[config.mk]
export PLATFORM = sky130hd
export DESIGN_NAME = idnat_ram
export DESIGN_NICKNAME = d
export VERILOG_FILES = /design/src/hdl/idnat_ram.sv
export SDC_FILE = /design/constraint.sdc
export NUM_CORES = 1
export LEC_CHECK = 0
export BUFFER_PORTS_ARGS = -buffer_cell sky130_fd_sc_hd__buf_2
export CORE_MARGIN = 3
export CORE_UTILIZATION = 65
export CTS_BUF_LIST = sky130_fd_sc_hd__clkbuf_16
export DETAILED_ROUTE_END_ITERATION = 8
export GPL_TIMING_DRIVEN = 0
export PLACE_DENSITY = 0.84
export REMOVE_ABC_BUFFERS = 1
export SYNTH_ARGS = -nofsm -noshare
export SYNTH_HDL_FRONTEND = slang
export SYNTH_SLANG_ARGS = --single-unit
[constraint.sdc]
create_clock -name clk_i -period 3.2 [get_ports clk_i]
set_input_delay 0.16 -clock clk_i [delete_from_list [all_inputs] [get_ports clk_i]]
set_output_delay 0.16 -clock clk_i [all_outputs]
set_load 0.005 [all_outputs]
[src/hdl/idnat_ram.sv]
module idnat_ram #(
  parameter int unsigned Width = 8,
  parameter int unsigned Depth = 16,
  localparam int unsigned AddrW = (Depth > 1) ? $clog2(Depth) : 1
) (
  input  logic             clk_i,
  input  logic             we_i,
  input  logic [AddrW-1:0] waddr_i,
  input  logic [Width-1:0] wdata_i,
  input  logic             re_i,
  input  logic [AddrW-1:0] raddr_i,
  output logic [Width-1:0] rdata_o
);

  logic [Width-1:0] mem_q [Depth];
  logic [Width-1:0] rdata_q;

  always_ff @(posedge clk_i) begin
    if (we_i) begin
      mem_q[waddr_i] <= wdata_i;
    end
    if (re_i) begin
      rdata_q <= mem_q[raddr_i];
    end
  end

  assign rdata_o = rdata_q;

endmodule

=== Yosys cells after proc, flatten, opt, wreduce, memory -nomap -nowiden ===
Memory sizes are Yosys's and may differ from the RTL's. A register that Yosys moved wholly into a read port is not among the register bits.
Cells that the tools add are included.

* Latch bits: 0
* RAM bits: 128
* Memories: 1
* Input port bits: 19
* Bits in registers: 0
* Memory bits (read-only): 0
* Logic and storage cells: 3
* Output and inout bits: 8

{| class="wikitable"
|+ Memories
! memory !! depth !! bits a word !! rd ports !! clocked after Yosys merged registers in !! write ports !! RTL line !! source
|-
| mem_q || 16 || 8 || 1 || 1 || 1 || 15 || <nowiki>logic [Width-1:0] mem_q [Depth];</nowiki>
|}

* Shift-type cells: 0
* Multipliers: 0
* Bitwise gates (word level): 0
* Add/sub/neg operators: 0
* Reduce and logical (&&, ||, !) cells: 0
* Mux-type cells: 2
* Div/mod/pow operators: 0
* Eq/ne operators: 0
* $lt $le $gt $ge: 0

{| class="wikitable"
|+ Operators with widths
! operator !! number
|-
| 2-to-1 mux 1 bit || 2
|}

=== Logic depth before layout (Yosys ltp) ===
* Word-level depth: 2
* Depth in mapped cells: 5
* Gate-level depth less buffers: 3

=== Worst setup path before layout ===
Ideal clock, no wire load.

* Path type: input-to-reg
* From: input waddr_i[2]
* To: memory mem_q[0][0], enable pin
* Setup time: 0.383 ns
* Buffers on the path: 0
* Path slack: 1.547 ns
* Stages: 2
* Arrival time: 1.270 ns
* Data required time: 2.817 ns
* Cells stage by stage: or3b_2 -> nor3_1

{| class="wikitable"
|+ RTL lines
! item !! RTL line !! source
|-
| start: declaration || 8 || <nowiki>input logic [AddrW-1:0] waddr_i,</nowiki>
|-
| end: declaration || 15 ||
|}

Straight into the memory's write port.

==> results.json <==
{
  "row_count": 32,
  "setup_tns_ns": 0,
  "synth_warnings": 0,
  "clock_sinks": 136,
  "antenna_found_initial": 0,
  "cts_resized": 0,
  "slew_violations": 0,
  "use_met3_pct": 7.73,
  "r2r_end": "rdata_o[3]$_DFFE_PP_",
  "setup_viol": 0,
  "busiest_layer": "met2",
  "min_path_cells": 1,
  "netlist_top_cells_area": "edfxtp_1 (78%), mux4_2 (7.8%), mux4_1 (7.0%)",
  "p_sw_share_pct": 22.3,
  "core-area_um2": 7770,
  "cts_tree": "yes",
  "p_sw_uw": 909,
  "h-tree-depth": 4,
  "critical_path_class": "input port to flop",
  "max-cap-violations": 0,
  "gr-usage-all-layers_pct": 24.3,
  "power_density_nw_per_um2": 681,
  "yosysTopAreaCell": "edfxtp_1",
  "grt_pass1_vias": 2606,
  "r2r_setup_slack_ns": 1.64,
  "place_hpwl_mm": 6.06,
  "detail_route.wl_per_cell_um": 26.0,
  "gp_congestion": 0.733,
  "instances_no_fill": 380,
  "area_growth_pct": 14.7,
  "post-route-period-util_pct": 58.9,
  "use_met2_pct": 37.5,
  "yosysTopAreaCellShare_pct": 78.1,
  "drc_errors": 0,
  "io_pins": 27,
  "initialDrtViolationCount": 223,
  "critical_path.max_fanout": 32,
  "cts_setup_buffers": 0,
  "max_freq_mhz": 531,
  "cts_made_buffers": 17,
  "drive_gt1_share_pct": 28.8,
  "hold_path.class": "input port to flop",
  "rsz0062_at_grt": "no",
  "r2r-start": "mem_q[9][3]$_DFFE_PP_",
  "grt_max_degree": 33,
  "grt_pass1_wl_mm": 15.0,
  "vias": 2478,
  "hold_buffers": 0,
  "period_needed_ns": 1.88,
  "hold_viol": 0,
  "cts.clk_slew.worst_paths_ns": 0.06,
  "min_from": "re_i",
  "arrival_ns": 2.03,
  "end_kind": "flop",
  "crit_required_ns": 3.35,
  "dieArea_um2": 9150,
  "comb_power_share_pct": 4.2,
  "p_clk_share_pct": 46.4,
  "initial_utilization_pct": 67.3,
  "p_seq_share_pct": 49.4,
  "use_met1_pct": 33.0,
  "ys_ff_latch": 136,
  "post_synth_num_cell_types": 18,
  "slew_headroom_pct": 13.8,
  "r2r_cells": 3,
  "globalRoute.totalOverflow": 0,
  "nFillCells": 392,
  "avgSynthCellArea_um2": 22.8,
  "die_h_um": 95.7,
  "whs_endpoint": "rdata_o[1]$_DFFE_PP_",
  "cts_root_buf": "clkbuf_16",
  "netlist_area_um2": 5230,
  "antenna_left": 0,
  "power_leakage_nw": 1.99,
  "final_nets": 284,
  "ys_seq_area_share_pct": 78.1,
  "first_pass_iters": 5,
  "finClkSkew_ns": 0.00788,
  "io_buffers": 26,
  "via_per_inst": 6.52,
  "dpl.cell_count": 348,
  "outcome": "finished clean",
  "max_slew.worst_pin.slew_ns": 1.28,
  "die_w_um": 95.7,
  "diodes": 0,
  "drt_wl_total_mm": 9.87,
  "intPower_mw": 3.17,
  "start_kind": "input port",
  "clk_latency_ns": 0.41,
  "cts_buffer_depth": 2,
  "vdd_drop_max_mv": 0.468,
  "synthCells": 229
}
==> state kept, by name, indices dropped and copies added (netlist names) <==
register and flops:
mem_q 128, rdata_o 8
==> layout by cell type (no fill, tap or decap), drive strengths merged <==
master      n
a22oi      16
and2        1
and2b       1
buf        27
bufinv      1
clkbuf     17
clkinv      2
clkinvlp    3
edfxtp    136
inv         9
mux4       32
nand2       9
nand2b      2
nand3       1
nand3b      2
nor2       13
nor2b       1
nor3        4
or3b        1
==> kinds of logic after synthesis <==
kind of cell           count (synthesis)  share of synthesized area, %
AO/OA/AOI/OAI                         16                          2.30
buffers and inverters                 10                          1.65
flip-flops                           136                          78.1
multiplexers                          32                          14.8
AND/OR/NAND/NOR                       35                          3.14
==> critical path, cell delays in order <==
cell,delay (ns)
buf_2,0.75
mux4_1,0.68
a22oi_1,0.28
nand2_1,0.12
==> routing by layer <==
metal / up-vias / wire length (um)
met5: - / 0
met4: 0 / 227
met3: 19 / 731
met2: 146 / 4890
met1: 1260 / 4020
li1: 1053 / -
==> Yosys cell counts, drive strengths merged <==
master         count
edfxtp           136
mux4              32
a22oi             16
nor2              13
nand2              9
buf                7
nor3               4
clkdlybuf4s25      3
nand2b             2
nand3b             2
and2               1
and2b              1
nand3              1
nor2b              1
or3b               1
==> power groups by stage <==
stage | sequential, mW | clock [mW] | combinational [mW]
after global routing | 2.02 | 2.00 | 0.186
after detailed placement | 2.06 | 0 | 0.169
after floorplan | 2.05 | 0 | 0.0800
after CTS | 2.02 | 1.91 | 0.171
after global placement | 2.05 | 0 | 0.162
final | 2.02 | 1.89 | 0.171
==> how the worst max path moves through the flow <==
stage / from / end / slack (ns)
after floorplan: waddr_i[2] / mem_q[0][0]$_DFFE_PP_ / 1.55
after global placement: waddr_i[2] / mem_q[0][7]$_DFFE_PP_ / 0.90
after detailed placement: raddr_i[0] / rdata_o[3]$_DFFE_PP_ / 0.87
after CTS: raddr_i[0] / rdata_o[3]$_DFFE_PP_ / 1.30
after global routing: raddr_i[0] / rdata_o[3]$_DFFE_PP_ / 1.19
final: raddr_i[0] / rdata_o[3]$_DFFE_PP_ / 1.32
==> through the flow <==
step	utilization (%)	total power [mW]	hold WS [ns]	area, um2	worst slack (ns)
after floorplan	-	2.13	0.259	5140	1.55
after global placement	69.5	2.21	0.499	5400	0.898
after detailed placement	69.7	2.22	0.509	5410	0.874
after CTS	77.1	4.10	0.0862	5990	1.30
after global routing	77.2	4.20	0.0903	6000	1.19
final	77.2	4.08	0.0987	6000	1.32
==> cell type report <==
type                    count  area (um2)  area share, %
flip-flops and latches    136        4080           68.1
multi-input cells          83        1070           17.8
clock buffers              17         425           7.10
clock inverters            15         154           2.57
repair buffers             27         138           2.30
well taps                 102         128           2.13
No activity file was read; power rests on OpenSTA's default activity.
