--- src/hdl/idnat_pkg.sv ---
package idnat_pkg;

  localparam int unsigned NodeW = 7;
  localparam int unsigned IdW   = 128;

  localparam logic [NodeW-1:0] NodeIdMax = 7'd127;

  localparam logic OpFind  = 1'b0;
  localparam logic OpStore = 1'b1;

  typedef struct packed {
    logic        opcode;
    logic [31:0] vendor_id;
    logic [31:0] product_code;
    logic [31:0] revision_number;
    logic [31:0] serial_number;
    logic [7:0]  requested_node;
  } req_t;

  typedef struct packed {
    logic             success;
    logic [NodeW-1:0] found_node;
    logic [NodeW-1:0] entry_count;
  } rsp_t;

  // One table entry as held in the RAM: the full identity and its node id.
  typedef struct packed {
    logic [IdW-1:0]   identity;
    logic [NodeW-1:0] node;
  } entry_t;

  localparam int unsigned EntryW = $bits(entry_t);

  typedef struct packed {
    logic id_eq;
    logic node_ok;
    logic node_eq;
  } cmp_t;

endpackage

--- src/hdl/idnat_cmp.sv ---
module idnat_cmp (
  input  idnat_pkg::entry_t entry_i,
  input  idnat_pkg::req_t   req_i,
  output idnat_pkg::cmp_t   cmp_o
);
  import idnat_pkg::*;

  logic [IdW-1:0] req_id;

  assign req_id = {req_i.vendor_id, req_i.product_code,
                   req_i.revision_number, req_i.serial_number};

  // Node ids never exceed the maximum in seven bits, so only zero is out of range.
  assign cmp_o.id_eq   = (entry_i.identity == req_id);
  assign cmp_o.node_ok = (entry_i.node != '0) && (entry_i.node <= NodeIdMax);
  assign cmp_o.node_eq = ({1'b0, entry_i.node} == req_i.requested_node);

endmodule

--- config.mk ---
export PLATFORM = sky130hd
export DESIGN_NAME = idnat_cmp
export DESIGN_NICKNAME = d
export VERILOG_FILES = /design/src/hdl/idnat_pkg.sv /design/src/hdl/idnat_cmp.sv
export SDC_FILE = /design/constraint.sdc
export NUM_CORES = 1
export LEC_CHECK = 0
export BUFFER_PORTS_ARGS = -buffer_cell sky130_fd_sc_hd__buf_2
export CAP_MARGIN = 20
export CORE_AREA = 2 2 107 109
export DETAILED_ROUTE_END_ITERATION = 16
export DIE_AREA = 0 0 109 111
export MAX_ROUTING_LAYER = met4
export SLEW_MARGIN = 10
export SYNTH_ARGS = -nofsm -noshare
export SYNTH_HDL_FRONTEND = slang
export SYNTH_SLANG_ARGS = --single-unit
--- constraint.sdc ---
create_clock -name vclk -period 1.95
set_input_delay 0.195 -clock vclk [all_inputs]
set_output_delay 0.195 -clock vclk [all_outputs]
set_load 0.01 [all_outputs]
Yosys cells after proc, flatten, opt, wreduce, memory -nomap -nowiden
Index checks and enable logic that the tools add are counted.
- flip-flop bits (word level): 0
- output and inout port bits: 3
- word-level logic and storage cells: 5
- order comparisons: 1
- equality and inequality tests: 2
- reduce and logical (&&, ||, !) cells: 2
- operators by type and width (cell ; count):
    $eq A128 B128 Y1 ; 1
    $eq A7 B8 Y1 ; 1
    $le A7 B7 Y1 const B ; 1
    $reduce_bool A7 Y1 ; 1
    $logic_and A1 B1 Y1 ; 1

Logic depth before layout (Yosys ltp)
Gate-level depths: netlist of the first run.
- depth in word-level cells: 2
- gate-level depth with buffers: 5

Least setup slack after synthesis of the first run
OpenSTA, ideal clock, no wires.
- path kind: input to output
- start: in req_i[93] (netlist name)
- end: out cmp_o[2] (netlist name)
- arrival: 0.981 ns
- data required time: 1.755 ns
- slack: 0.774 ns
- stages: 5
- buffers on the path: 0
- cell sequence: xnor2_1 > nand4_1 > nor4_1 > nand4_1 > nor2_1
- RTL lines (element ; line ; source):
    from (decl) ; idnat_cmp.sv:3 ; input idnat_pkg::req_t req_i,
    to (decl) ; idnat_cmp.sv:4 ; output idnat_pkg::cmp_t cmp_o

==> results.md, run 1 <==
* Critical Path AT at 1490 ps
* Buffers on Ports at 274
* Die area at 0.0121 mm^2
* Slowest stage delay, CP at 370 ps
* Min Clock Period, post-route at 1690 ps
* Tot Pwr at 0.000608 W
* Post-synth top area cell: xnor2_1
* Core region area at ~0.011 mm^2
* Worst-path cell chain: buf_2 > xnor2_1 > nand4_1 > nor4_1 > nand4_1 > nor2_1 > buf_2
* Outcome: completed
* GPL Wtd Cong at around 0.74
* Antenna violations before repair at 0
* Share of the yosys chip area belonging to registers at 0%
* Synthesized area at roughly 0.0015 mm^2
* Global-route wire length before repair at between 9 and 10 mm
* Dpl hpwl at approximately 6.4 mm
* RSZ-0062 raised after global routing: false
* DIE HEIGHT at 111 um
* Crit path to: cmp_o[2]
* Synthesis Warnings at 0
* Max-capacitance violation count at 0
* CP Launch Point: req_i[28]
* Worst EP required at 1750 ps
* Clock buffers at 0
* Final worst slack at roughly 260 ps
* # hold bufs at CTS at 0
* WL final at ~6.6 mm
* Number of cells produced by synthesis at 184
* Area contributors post-synth: xnor2_1 (79%), nand4_1 (15%), nor4_1 (3.8%)
* Fin util at between 20% and 30%
* Hold Path Class: input pin to output pin
* FMAX at 593 MHz
* Leakage at 1.38 nW
* Setup TNS at 0 ps
* DRC at 0
* Vias in the first global route at about 2300
* Peak supply drop at just over 80 uV
* IO Count at ~280
* Post-synthesis cell type count at 8
* Startpoint types: input pin
* Hold Slack at around 630 ps
* Post-DRT Antenna Nets at 0
* Slowest CP cell: nor4_1
* Endpoints failing hold at 0
* Antenna fix cells at 0
* Final nets at roughly 730
* FF+latch area at 0 um^2
* DR vias/cell at between 3 and 4
* Sequential cell count at 0
* Worst Setup Path Type: input pin to output pin
* Share of the synthesized area in the top cell type at 79.0%
* Routed len/inst at roughly 11 um
* Mapped Avg Cell Area at 8.08 um^2
* Area Overhead vs Synth at 104%
* Critical Path Sink Type: output pin
* Layout cells sized above 1 at approximately three fifths
* # setup viols final at 0
* Max-slew headroom at about 70%
* Setup slack at placement at roughly 170 ps
* Power Density at between 200 and 250 mW/mm^2
* Grt total ovfl at 0
* Max Slew Vio Count at 0
* DR iter-0 viols at 30
* Die width at approximately 110 um
* Post-CTS resize count at 0
* DRT Pass-1 Iters at 4
* Starting Density at between 10% and 20%
* Period Utilization, post-route at between 80% and 90%
* Number of setup buffers added after CTS at 0
* Via count at 2302
* Critical path peak fanout at 1
* Pin count of the biggest net entering global routing at 3
* Worst-margin pin slew at 466 ps
* Overall routing resource usage at 9.79%
* # rows at 39
* Syn_nets at between 400 and 500
[cell usage after synthesis]
cell type,n
nor2_1,1
nand2_1,2
xnor2_1,134
nor3_1,1
nor4_1,9
xor2_1,1
nand4_1,35
nor4_2,1
[layout make-up]
cell class / count / area, um^2
fill: 1234 / 8040
timing repair buffer: 274 / 1370
tap: 143 / 179
multi-input combinational: 184 / 1490
[report_power, final]
| part | internal (W) | switching [W] |
|---|---|---|
| registers | 0 | 0 |
| clock network | 0 | 0 |
| logic | 0.000387 | 0.000221 |
| total | 0.000387 | 0.000221 |
[worst min path at each step]
stage,slack [ps],startpoint,depth (start not counted),to
2_1_floorplan,440,req_i[7],1,cmp_o[0]
3_3_place_gp,630,req_i[7],3,cmp_o[0]
3_5_place_dp,630,req_i[7],3,cmp_o[0]
4_1_cts,630,req_i[7],3,cmp_o[0]
5_1_grt,640,req_i[7],3,cmp_o[0]
6_report,630,req_i[7],3,cmp_o[0]
[cell usage in the layout (no fill, tap or decap), drive strengths merged]
cell type  netlist  layout
xor2             1       1
nor2             1       1
nor3             1       1
nand4           35      35
buf              0     274
nor4            10      10
xnor2          134     134
nand2            2       2
[cell families (layout without fill, tap and decap cells)]
| group | Yosys count | count (layout) | share of synthesized area [%] |
|---|---|---|---|
| simple gates | 49 | 49 | 20.5 |
| buf+inv | 0 | 274 | 0 |
| xor+xnor | 135 | 135 | 79.5 |
[metal layers]
layer	part of all wire [%]	vias up	GRT usage, %
li1	-	1191	-
met1	30	943	8.28
met2	56	168	22.3
met3	13	0	1.06
met4	0	0	0.342
met5	0	-	-
[through the flow]
| step | instances | area, um^2 |
|---|---|---|
| after floorplan | 184 | 1490 |
| after global placement | 601 | 3040 |
| after detailed placement | 601 | 3040 |
| after CTS | 601 | 3040 |
| after global routing | 601 | 3040 |
| final | 601 | 3040 |
[critical path, delay by kind of cell]
kind | cells | cell delay [ps]
xor gates and xnor gates | 1 | 170
buffers and inverters | 2 | 240
and+or+nand+nor | 4 | 890
No activity file was read; power rests on OpenSTA's default activity.
==> inputs of run 2 (changes only) <==
==> constraint.sdc (replaced) <==
create_clock -name vclk -period 1.95
set_input_delay 0.2925 -clock vclk [all_inputs]
set_output_delay 0.2925 -clock vclk [all_outputs]
set_load 0.01 [all_outputs]
==> run 2 against run 1 <==
Effect of this change:
- power up 5.3%
- routed wire length up 2.1%
- core utilization up 1.4 points
- first-iteration DRC count up 37%
- flip-flop and latch count unchanged
- critical path depth unchanged
- clock-buffer cell count unchanged
- sequential share of layout area unchanged
- global-route usage down 0.17 points
- die area unchanged
- critical path type unchanged
- critical endpoint unchanged
- highest routed layer unchanged
==> results.md, run 2 (synthesis gave the netlist of run 1 again) <==
* Core region area at 0.0111 mm^2 (unchanged)
* Area Overhead vs Synth at 115% (was 104%)
* Via count at 2341 (was 2302)
* Commonest non-fill, non-tap cells in the layout: buf_2 (266), xnor2_1 (127), nand4_1 (35) (was buf_2 (274), xnor2_1 (134), nand4_1 (35))
* Leakage at 1.46 nW (was 1.38 nW)
* DIE HEIGHT at 111 um (unchanged)
* Vias in the first global route at 2328 (was 2348)
* Final nets at 734 (was 732)
* Worst-margin pin slew at 275 ps (was 466 ps)
* Clk network pwr share at 0% (about the same)
* Post-DRT Antenna Nets at 0 (unchanged)
* Starting Density at 13.4% (unchanged)
* Buffers on Ports at 274 (unchanged)
* Min Clock Period, post-route at 1820 ps (was 1690 ps)
* Outcome: completed (unchanged)
* Slowest stage delay, CP at 310 ps (was 370 ps)
* Power Density at 200 mW/mm^2 (about the same)
* Finished Layout Cells at 603 (was 601)
* Final worst slack at 130 ps (was 265 ps)
* DR vias/cell at 3.88 (was 3.83)
* Die area at 0.0121 mm^2 (unchanged)
* Most common cell after layout, fill and taps aside: buf_2 (unchanged)
* DRT Pass-1 Iters at 4 (unchanged)
* Sequential share of power at 0% (about the same)
* Pin count of the biggest net entering global routing at 3 (unchanged)
* Period Utilization, post-route at 93.3% (was 86.4%)
* Global-route wire length before repair at 9.23 mm (was 9.36 mm)
* Routed len/inst at 11.1 um (was 10.9 um)
* Hold Path Class: input pin to output pin (unchanged)
* Sequential cell count at 0 (unchanged)
* Number of setup buffers added after CTS at 0 (unchanged)
* # setup viols final at 0 (unchanged)
* Critical Path Sink Type: output pin (unchanged)
* FMAX at 550 MHz (was 593 MHz)
* DR iter-0 viols at 41 (was 30)
* Worst Setup Path Type: input pin to output pin (unchanged)
* Max-capacitance violation count at 0 (unchanged)
* Fin util at 28.8% (was 27.4%)
* Peak supply drop at 79.2 uV (was 80.8 uV)
* Endpoints failing hold at 0 (unchanged)
* Dpl hpwl at 6.32 mm (was 6.41 mm)
* Grt total ovfl at 0 (unchanged)
* Clock buffers at 0 (unchanged)
* Setup slack at placement at -8.48 ps (was 168 ps)
* Overall routing resource usage at 9.62% (was 9.79%)
* RSZ-0062 raised after global routing: true (was false)
* IO Count at 275 (unchanged)
* GPL Wtd Cong at 0.738 (was 0.739)
* Cell internal pwr at 0.000406 W (was 0.000387 W)
* Die width at 109 um (unchanged)
* Worst-path cell chain: buf_2 > xnor2_1 > nand4_1 > nor4_2 > nand4_1 > nor2_1 > buf_2 (was buf_2 > xnor2_1 > nand4_1 > nor4_1 > nand4_1 > nor2_1 > buf_2)
* FF+latch area at 0 um^2 (unchanged)
* Layout cells sized above 1 at 62.8% (was 60.0%)
* Worst EP required at 1660 ps (was 1750 ps)
* Critical path peak fanout at 1 (unchanged)
* Antenna fix cells at 0 (unchanged)
* Sw Ratio at 36.5% (was 36.4%)
* Slowest CP cell: nor4_2 (was nor4_1)
* Fill cell count at 1221 (was 1234)
* Logic gate share of total power at 100.0% (about the same)
* Startpoint types: input pin (unchanged)
* Max-slew headroom at 81.5% (was 68.7%)
* Max Slew Vio Count at 0 (unchanged)
* Switching pwr at 0.000234 W (was 0.000221 W)
* # rows at 39 (unchanged)
* Critical Path AT at 1530 ps (was 1490 ps)
* Placed cells at 603 (was 601)
* WL final at 6.72 mm (was 6.58 mm)
* DRC at 0 (unchanged)
* Antenna violations before repair at 0 (unchanged)
-- run 2: cell count changes in the layout (fill, tap and decap cells not counted), sizes merged --
cell / previous run / this run
buf: 274 / 276
-- run 2: final cells by class --
cell class                      instances  area, um^2  area share, %
Timing Repair Buffer                  276        1440           45.0
Tap cell                              143         179           5.60
Multi-Input combinational cell        184        1580           49.4
-- run 2: metrics by stage --
stage	area [um^2]	hold WS, ps	total power (W)	setup TNS (ps)
floorplan	1490	639	0.000267	0
CTS	3060	824	0.000620	0
global route	3190	839	0.000703	-87.9
global placement	3050	824	0.000609	-7.33
finish	3190	825	0.000640	0
detailed placement	3050	824	0.000614	-8.48
-- run 2: layer usage --
metal	share of wire (%)	vias to the layer above	track usage, %
met1	32	982	8.32
met4	0	0	0.0855
met3	12	0	0.764
met2	57	164	22.0
li1	-	1195	-
met5	0	-	-
-- run 2: worst paths after layout --
kind,start,to,cells past startpoint
max,req_i[106],cmp_o[2],7
min,req_i[7],cmp_o[0],3
-- run 2: critical path: cells and delay by family --
family / cells / cell delay (ps)
XOR/XNOR: 1 / 190
buffers and inverters: 2 / 240
AND/OR/NAND/NOR: 4 / 800
-- run 2: timing repair --
item / CTS / global route
hold buffers: 0 / 0
cloned: 0 / 0
pin swaps: 1 / 15
resized for setup: 1 / 20
setup endpoints to repair: 1 / 1
-- run 2: power by group through the flow --
stage | Combinational, W | Clock [W] | Sequential, W
after floorplan | 0.000267 | 0 | 0
after global placement | 0.000609 | 0 | 0
after detailed placement | 0.000614 | 0 | 0
after CTS | 0.000620 | 0 | 0
after global routing | 0.000703 | 0 | 0
final | 0.000640 | 0 | 0
